===== config.mk =====
export PLATFORM = sky130hd
export DESIGN_NAME = pipelined_prime_sieve_core
export DESIGN_NICKNAME = d
export VERILOG_FILES = /design/src/hdl/psieve_pkg.sv /design/src/hdl/pipelined_prime_sieve_core.sv /design/src/hdl/psieve_cell.sv
export SDC_FILE = /design/constraint.sdc
export NUM_CORES = 2
export LEC_CHECK = 0
export BUFFER_PORTS_ARGS = -buffer_cell sky130_fd_sc_hd__buf_2
export CELL_PAD_IN_SITES_DETAIL_PLACEMENT = 1
export CELL_PAD_IN_SITES_GLOBAL_PLACEMENT = 1
export CORE_MARGIN = 1
export CORE_UTILIZATION = 25
export DETAILED_ROUTE_END_ITERATION = 12
export PLACE_DENSITY_LB_ADDON = 0.1
export SLEW_MARGIN = 25
export SYNTH_ARGS = -nofsm -noshare
export SYNTH_HDL_FRONTEND = slang
export SYNTH_SLANG_ARGS = --single-unit

===== constraint.sdc =====
create_clock -name i_clk -period 4.1 [get_ports i_clk]
set_input_delay 0.82 -clock i_clk [delete_from_list [all_inputs] [get_ports i_clk]]
set_output_delay 0.82 -clock i_clk [all_outputs]
set_load 0.02 [all_outputs]

===== src/hdl/psieve_pkg.sv =====
package psieve_pkg;

    // Number of filter cells in the chain.
    localparam int CELLS       = 16;
    // Width of the value each cell works on and stores.
    localparam int VALUE_WIDTH = 16;
    // Width of the candidate and prime fields on the stream ports.
    localparam int DATA_WIDTH  = 16;
    // Common width used to move between the port field and the cell value.
    localparam int EXT_WIDTH   = (VALUE_WIDTH > DATA_WIDTH) ? VALUE_WIDTH : DATA_WIDTH;
    // Bit counter for the serial feed, most significant bit first.
    localparam int CNT_WIDTH   = $clog2(VALUE_WIDTH);

    // One bit of a candidate traveling down the chain, together with the
    // verdict flags that ride along with its last bit.
    typedef struct packed {
        logic vld;     // token carries a bit
        logic dbit;    // candidate bit
        logic first;   // most significant bit of the candidate
        logic last;    // least significant bit of the candidate
        logic kill;    // some cell divides the candidate, or it is below two
        logic stored;  // some cell has taken the candidate as its prime
        logic eos;     // empty the cells once this candidate has passed
    } t_tok;

endpackage


===== src/hdl/pipelined_prime_sieve_core.sv =====
// Channel   Direction  Ports                         Contents
// s         in         i_s_tvalid/o_s_tready         tdata: candidate[15:0]
//                      i_s_tdata, i_s_tlast          tlast: end_of_stream
// m         out        o_m_tvalid/i_m_tready         tdata: prime_value[15:0]
//                      o_m_tdata, o_m_tuser          tuser: unchecked
//
// Each accepted beat must finish before the next beat is taken: the
// candidate is fed serially, one bit per cycle, and its last bit must
// ripple through every cell of the chain before the verdict is known.
// Reset is synchronous and active low; it empties every cell.
// A finished result waits in the output register, with one hold register
// behind it, so a new candidate is taken while the output is stalled.
module pipelined_prime_sieve_core (
    input  logic                              i_clk,
    input  logic                              i_rst_n,
    input  logic                              i_s_tvalid,
    output logic                              o_s_tready,
    input  logic [psieve_pkg::DATA_WIDTH-1:0] i_s_tdata,   // [15:0] candidate
    input  logic                              i_s_tlast,   // end_of_stream
    output logic                              o_m_tvalid,
    input  logic                              i_m_tready,
    output logic [psieve_pkg::DATA_WIDTH-1:0] o_m_tdata,   // [15:0] prime_value
    output logic                              o_m_tuser    // [0] unchecked
);

    typedef enum logic [1:0] {
        ST_IDLE,
        ST_SHIFT,
        ST_WAIT
    } t_state;

    t_state                               r_state;
    logic [psieve_pkg::CNT_WIDTH-1:0]     r_cnt;
    logic [psieve_pkg::VALUE_WIDTH-1:0]   r_shift;
    logic [psieve_pkg::VALUE_WIDTH-1:0]   r_value;
    logic                                 r_small;
    logic                                 r_eos;
    logic                                 r_o_valid;
    logic [psieve_pkg::DATA_WIDTH-1:0]    r_o_data;
    logic                                 r_o_flag;
    logic                                 r_h_valid;
    logic [psieve_pkg::DATA_WIDTH-1:0]    r_h_data;
    logic                                 r_h_flag;

    logic [psieve_pkg::EXT_WIDTH-1:0]     cand_ext;
    logic [psieve_pkg::VALUE_WIDTH-1:0]   cand_val;
    logic [psieve_pkg::EXT_WIDTH-1:0]     res_ext;
    logic [psieve_pkg::DATA_WIDTH-1:0]    res_data;
    logic                                 in_acc;
    logic                                 drain;
    logic                                 done;
    logic                                 emit;
    logic                                 res_flag;

    psieve_pkg::t_tok                     w_tok [psieve_pkg::CELLS+1];

    // The candidate is taken modulo 2^VALUE_WIDTH; the result is cut back to
    // the port width.
    assign cand_ext = psieve_pkg::EXT_WIDTH'(i_s_tdata);
    assign cand_val = cand_ext[psieve_pkg::VALUE_WIDTH-1:0];
    assign res_ext  = psieve_pkg::EXT_WIDTH'(r_value);
    assign res_data = res_ext[psieve_pkg::DATA_WIDTH-1:0];

    // A new candidate is taken only when the chain is free and there is room
    // for its result even if the output stays stalled.
    assign o_s_tready = (r_state == ST_IDLE) && !r_h_valid;
    assign in_acc     = i_s_tvalid && o_s_tready;
    assign drain      = r_o_valid && i_m_tready;

    // Serial feed into the first cell, most significant bit first. The
    // below-two check is made up front and enters the chain as a kill.
    always_comb begin
        w_tok[0]        = '0;
        w_tok[0].vld    = (r_state == ST_SHIFT);
        w_tok[0].dbit   = r_shift[psieve_pkg::VALUE_WIDTH-1];
        w_tok[0].first  = (r_cnt == psieve_pkg::CNT_WIDTH'(psieve_pkg::VALUE_WIDTH - 1));
        w_tok[0].last   = (r_cnt == '0);
        w_tok[0].kill   = r_small;
        w_tok[0].stored = 1'b0;
        w_tok[0].eos    = r_eos;
    end

    for (genvar g = 0; g < psieve_pkg::CELLS; g++) begin : g_cell
        psieve_cell u_cell (
            .i_clk   (i_clk),
            .i_rst_n (i_rst_n),
            .i_tok   (w_tok[g]),
            .o_tok   (w_tok[g+1])
        );
    end

    // The last bit leaving the final cell carries the verdict. A survivor
    // that found no empty cell is reported as unchecked.
    assign done     = w_tok[psieve_pkg::CELLS].vld && w_tok[psieve_pkg::CELLS].last;
    assign emit     = done && !w_tok[psieve_pkg::CELLS].kill;
    assign res_flag = !w_tok[psieve_pkg::CELLS].stored;

    always_ff @(posedge i_clk) begin
        if (!i_rst_n) begin
            r_state   <= ST_IDLE;
            r_o_valid <= 1'b0;
            r_h_valid <= 1'b0;
        end else begin
            case (r_state)
                ST_IDLE: begin
                    if (in_acc) begin
                        r_shift <= cand_val;
                        r_value <= cand_val;
                        r_small <= (cand_val[psieve_pkg::VALUE_WIDTH-1:1] == '0);
                        r_eos   <= i_s_tlast;
                        r_cnt   <= psieve_pkg::CNT_WIDTH'(psieve_pkg::VALUE_WIDTH - 1);
                        r_state <= ST_SHIFT;
                    end
                end
                ST_SHIFT: begin
                    r_shift <= {r_shift[psieve_pkg::VALUE_WIDTH-2:0], 1'b0};
                    r_cnt   <= r_cnt - 1'b1;
                    if (r_cnt == '0) begin
                        r_state <= ST_WAIT;
                    end
                end
                ST_WAIT: begin
                    if (done) begin
                        r_state <= ST_IDLE;
                    end
                end
                default: begin
                    r_state <= ST_IDLE;
                end
            endcase

            // Output register with one hold register behind it. The hold
            // register is always empty when a verdict arrives, because a
            // candidate is taken only while it is empty.
            if (emit && (!r_o_valid || drain)) begin
                r_o_valid <= 1'b1;
                r_o_data  <= res_data;
                r_o_flag  <= res_flag;
            end else if (emit) begin
                r_h_valid <= 1'b1;
                r_h_data  <= res_data;
                r_h_flag  <= res_flag;
            end else if (drain) begin
                if (r_h_valid) begin
                    r_o_data  <= r_h_data;
                    r_o_flag  <= r_h_flag;
                    r_h_valid <= 1'b0;
                end else begin
                    r_o_valid <= 1'b0;
                end
            end
        end
    end

    assign o_m_tvalid = r_o_valid;
    assign o_m_tdata  = r_o_data;
    assign o_m_tuser  = r_o_flag;

endmodule


===== src/hdl/psieve_cell.sv =====
module psieve_cell (
    input  logic              i_clk,
    input  logic              i_rst_n,
    input  psieve_pkg::t_tok  i_tok,
    output psieve_pkg::t_tok  o_tok
);

    logic [psieve_pkg::VALUE_WIDTH-1:0] r_prime;
    logic [psieve_pkg::VALUE_WIDTH-1:0] r_rem;
    psieve_pkg::t_tok                   r_tok;

    logic [psieve_pkg::VALUE_WIDTH:0]   trial;
    logic [psieve_pkg::VALUE_WIDTH:0]   diff;
    logic [psieve_pkg::VALUE_WIDTH-1:0] n_rem;
    logic [psieve_pkg::VALUE_WIDTH-1:0] n_prime;
    logic                               own_div;
    logic                               take;
    psieve_pkg::t_tok                   n_tok;

    // One restoring-division step per bit. An empty cell divides by zero,
    // which never subtracts, so its remainder register collects the whole
    // candidate and is ready to be stored when the last bit arrives.
    always_comb begin
        trial   = {(i_tok.first ? '0 : r_rem), i_tok.dbit};
        diff    = trial - {1'b0, r_prime};
        if (trial >= {1'b0, r_prime}) begin
            n_rem = diff[psieve_pkg::VALUE_WIDTH-1:0];
        end else begin
            n_rem = trial[psieve_pkg::VALUE_WIDTH-1:0];
        end
        own_div = (r_prime != '0) && (n_rem == '0);
        take    = (r_prime == '0) && !i_tok.kill && !i_tok.stored;

        n_tok   = i_tok;
        n_prime = r_prime;
        if (i_tok.vld && i_tok.last) begin
            n_tok.kill   = i_tok.kill | own_div;
            n_tok.stored = i_tok.stored | take;
            if (i_tok.eos) begin
                n_prime = '0;
            end else if (take) begin
                n_prime = n_rem;
            end
        end
    end

    always_ff @(posedge i_clk) begin
        if (!i_rst_n) begin
            r_prime <= '0;
            r_tok   <= '0;
        end else begin
            r_prime <= n_prime;
            r_tok   <= n_tok;
            if (i_tok.vld) begin
                r_rem <= n_rem;
            end
        end
    end

    assign o_tok = r_tok;

endmodule


==> summary.txt <==
clock insertion delay at the later pin of the skew report - 690 ps
critical path's largest stage delay - 570 ps
slew at the pin closest to its max-slew limit - 986 ps
Filler Cells Inserted - 19100
wire length of the first global-routing pass - 208000 um
antenna-violating nets left - 0
post-synthesis sequential element count - 697
min Tclk post-route - 3800 ps
vias per cell - 4.83
global-route usage over all layers - 15.4%
share of synthesized area occupied by flip-flops and latches - 41.4%
area occupied by registers - 0.0172 mm2
area of the die - 0.168 mm2
Warnings, synthesis - 0
number of iterations in the first detailed-routing pass - 5
worst setup slack after placement - 153 ps
clock slew seen by the registers of the worst setup and hold paths - 60 ps
Hold Violations, Final - 0
number of buffers added on ports - 39
starting density of the core - 25.2%
number of diodes added for antenna fixing - 0
Post-CTS Setup Bufs - 0
die outline height - 410 um
startpoint of the most critical register-to-register path - g_cell[6].u_cell.o_tok[4]$_SDFF_PN0_
number of setup violations in the final report - 0
Top-Level Pins - 40
most common library cell in the layout ignoring fill and taps - sky130_fd_sc_hd__nor2_1
number of global-route vias before repair - 35700
number of cell rows - 149
post-detailed-placement half-perimeter wirelength - 97600 um
horizontal extent of the die - 410 um
synthesized area per cell - 9.24 um2
Setup CP Type - reg -> reg
clock buffer depth - 3
maximum number of pins on one net before global-route repair - 67
RSZ-0062 raised after global routing - false
detailed-route via count - 33300
period utilization - 92.7%
proportion of synthesized flip-flops having asynchronous set or reset - 0%
Synth Flop Type - sky130_fd_sc_hd__dfxtp_1
number of levels the H-tree was split into - 3
Total Neg Setup Slack - 0 ps
TritonCTS clock tree - built
count of final max-slew check failures - 0
Post-Route Utilization - 29.1%
Critical Path Start - g_cell[6].u_cell.o_tok[4]$_SDFF_PN0_
number of flops mapped to enable cells by yosys - 328
timing-limited maximum frequency - 0.263 GHz
final clock skew - 25.1 ps
total global routing overflow - 0
data required time of the critical path - 4670 ps
number of distinct standard cells referenced by the synthesized netlist - 87
critical path launch point type - register
cell area after technology mapping - 0.0417 mm2
post-route setup slack - 301 ps
cell-by-cell trace of the critical path - inv_1 -> nand2_1 -> inv_1 -> ha_1 -> and3_1 -> and2_1 -> and3_1 -> or3b_4 -> a31oi_4 -> nor2_4 -> mux2_4 -> or4b_1 -> o41ai_2
clock root cell - sky130_fd_sc_hd__clkbuf_16
post-CTS resize count - 0
core area - 0.165 mm2
static power due to leakage - 17.0 nW
final weighted congestion in routability-driven placement - 0.780
arrival time of the worst setup path - 4370 ps
Hold/Removal Path Class - in -> reg
synthesis-to-finish area growth - 15.5%
number of antenna violations at the first check in global routing - 2
number of CTS-inserted buffers - 89
number of nets in the synthesized netlist - 4804
Post-CTS Hold Fix Bufs - 0
power per cell area - 336 mW/mm2
DR DRC count - 0
maxcap violations - 0
CTS sink cnt - 697
critical-path maximum fanout - 9
capturing element type of the critical path - register
wire length reported by the detailed router - 130000 um
synthesized instance count - 4509
Worst slew margin - 34.0%
commonest cells after routing, fill and taps aside - 520 x sky130_fd_sc_hd__nor2_1, 402 x sky130_fd_sc_hd__inv_1, 368 x sky130_fd_sc_hd__dfxtp_1, 328 x sky130_fd_sc_hd__edfxtp_1, 258 x sky130_fd_sc_hd__ha_1
maximum resistive drop on vdd - 0.338 mV
detailed router's first-iteration violation count - 1356
status - finished, final reports clean
wire length per cell - 18.8 um
hold path startpoint - i_s_tlast
net count of the finished layout - 4917
Critical-path top delay cell - sky130_fd_sc_hd__dfxtp_1
multi-input gate area in the final layout - 0.0225 mm2
share of cells above drive strength 1 - 9.94%
[report_power, final]
group,internal (W),switching [W],leakage [nW]
clock,0.00480,0.00325,1.44
sequential,0.00732,0.0000228,5.94
combinational,0.000280,0.000491,9.61
total,0.0124,0.00376,17.0
[sequential cells by signal (all words and copies together), names as in the netlist]
name,flops
g_cell.u_cell.o_tok,109
g_cell.u_cell.r_prime,256
g_cell.u_cell.r_rem,256
o_m_tdata,16
o_m_tuser,1
o_m_tvalid,1
r_cnt,4
r_eos,1
r_h_data,16
r_h_flag,1
r_h_valid,1
r_shift,16
r_small,1
r_state,2
r_value,16
[through the flow]
stage	power, W	instance area, um2	std cells	hold slack (ps)
2_1_floorplan	0.00800	41700	4509	413
3_3_place_gp	0.00827	45100	6720	424
3_5_place_dp	0.00827	45100	6720	429
5_1_grt	0.0168	48100	6887	275
6_report	0.0162	48100	6887	318
4_1_cts	0.0165	48100	6887	251
[cell families after synthesis]
kind of cell               synth area share, %
buffers and inverters                     4.95
xor gates and xnor gates                  3.83
muxes                                     5.44
AOI/OAI and AO/OA                         16.3
adders and majority gates                 8.52
and+or+nand+nor                           19.6
DFF                                       41.4
[Yosys cell counts, types with 25 or more instances]
cell	count	area (um2)
sky130_fd_sc_hd__dfxtp_1	369	7390
sky130_fd_sc_hd__a211oi_1	41	308
sky130_fd_sc_hd__nand2b_1	38	238
sky130_fd_sc_hd__and3_1	25	156
sky130_fd_sc_hd__edfxtp_1	328	9850
sky130_fd_sc_hd__nor2b_1	245	1530
sky130_fd_sc_hd__o21a_1	42	315
sky130_fd_sc_hd__a22oi_1	251	1880
sky130_fd_sc_hd__xnor2_1	108	946
sky130_fd_sc_hd__nand3_1	55	275
sky130_fd_sc_hd__a31oi_1	47	294
sky130_fd_sc_hd__mux2i_1	74	741
sky130_fd_sc_hd__nand4_1	79	494
sky130_fd_sc_hd__a21o_1	52	390
sky130_fd_sc_hd__nor4_1	126	788
sky130_fd_sc_hd__ha_1	258	3230
sky130_fd_sc_hd__clkbuf_1	121	454
sky130_fd_sc_hd__a21oi_1	192	961
sky130_fd_sc_hd__mux2_2	122	1370
sky130_fd_sc_hd__and2_1	94	588
sky130_fd_sc_hd__inv_1	402	1510
sky130_fd_sc_hd__nand2_1	216	811
sky130_fd_sc_hd__xor2_1	74	648
sky130_fd_sc_hd__nor3_1	92	460
sky130_fd_sc_hd__nor2_1	521	1960
sky130_fd_sc_hd__o21ai_0	152	761
[metal layers]
metal / vias to the layer above / GRT usage [%] / wire length [um]
li1: 16600 / - / -
met1: 16200 / 21.1 / 64200
met2: 316 / 25.6 / 59900
met3: 135 / 1.90 / 3440
met4: 4 / 3.56 / 2110
met5: - / 0 / 22
[layout make-up]
type                    count  share of cell area [%]
repair buffers            163                    2.45
clock inverters            35                   0.907
multi-input cells        3266                    46.7
flip-flops and latches    697                    35.8
well taps                2189                    5.69
inverters                 405                    3.17
clock buffers             132                    5.28
[worst max-delay path, delay by kind of cell, from the launching register on]
| family | cells | cell delay (ps) |
|---|---|---|
| and+or+nand+nor | 7 | 1680 |
| adders and majority gates | 1 | 390 |
| AOI/OAI and AO/OA | 2 | 460 |
| buffers and inverters | 2 | 280 |
| DFF | 1 | 570 |
| muxes | 1 | 310 |
[worst paths after layout]
path	endpoint	slack, ps	depth (start not counted)
setup / recovery	g_cell[7].u_cell.o_tok[2]$_SDFF_PN0_	300	13
hold / removal	r_eos$_DFFE_PP_	320	1
setup reg to reg	g_cell[7].u_cell.o_tok[2]$_SDFF_PN0_	300	13
hold reg to reg	r_h_data[9]$_DFFE_PP_	440	0
(Power assumes the default switching activity.)
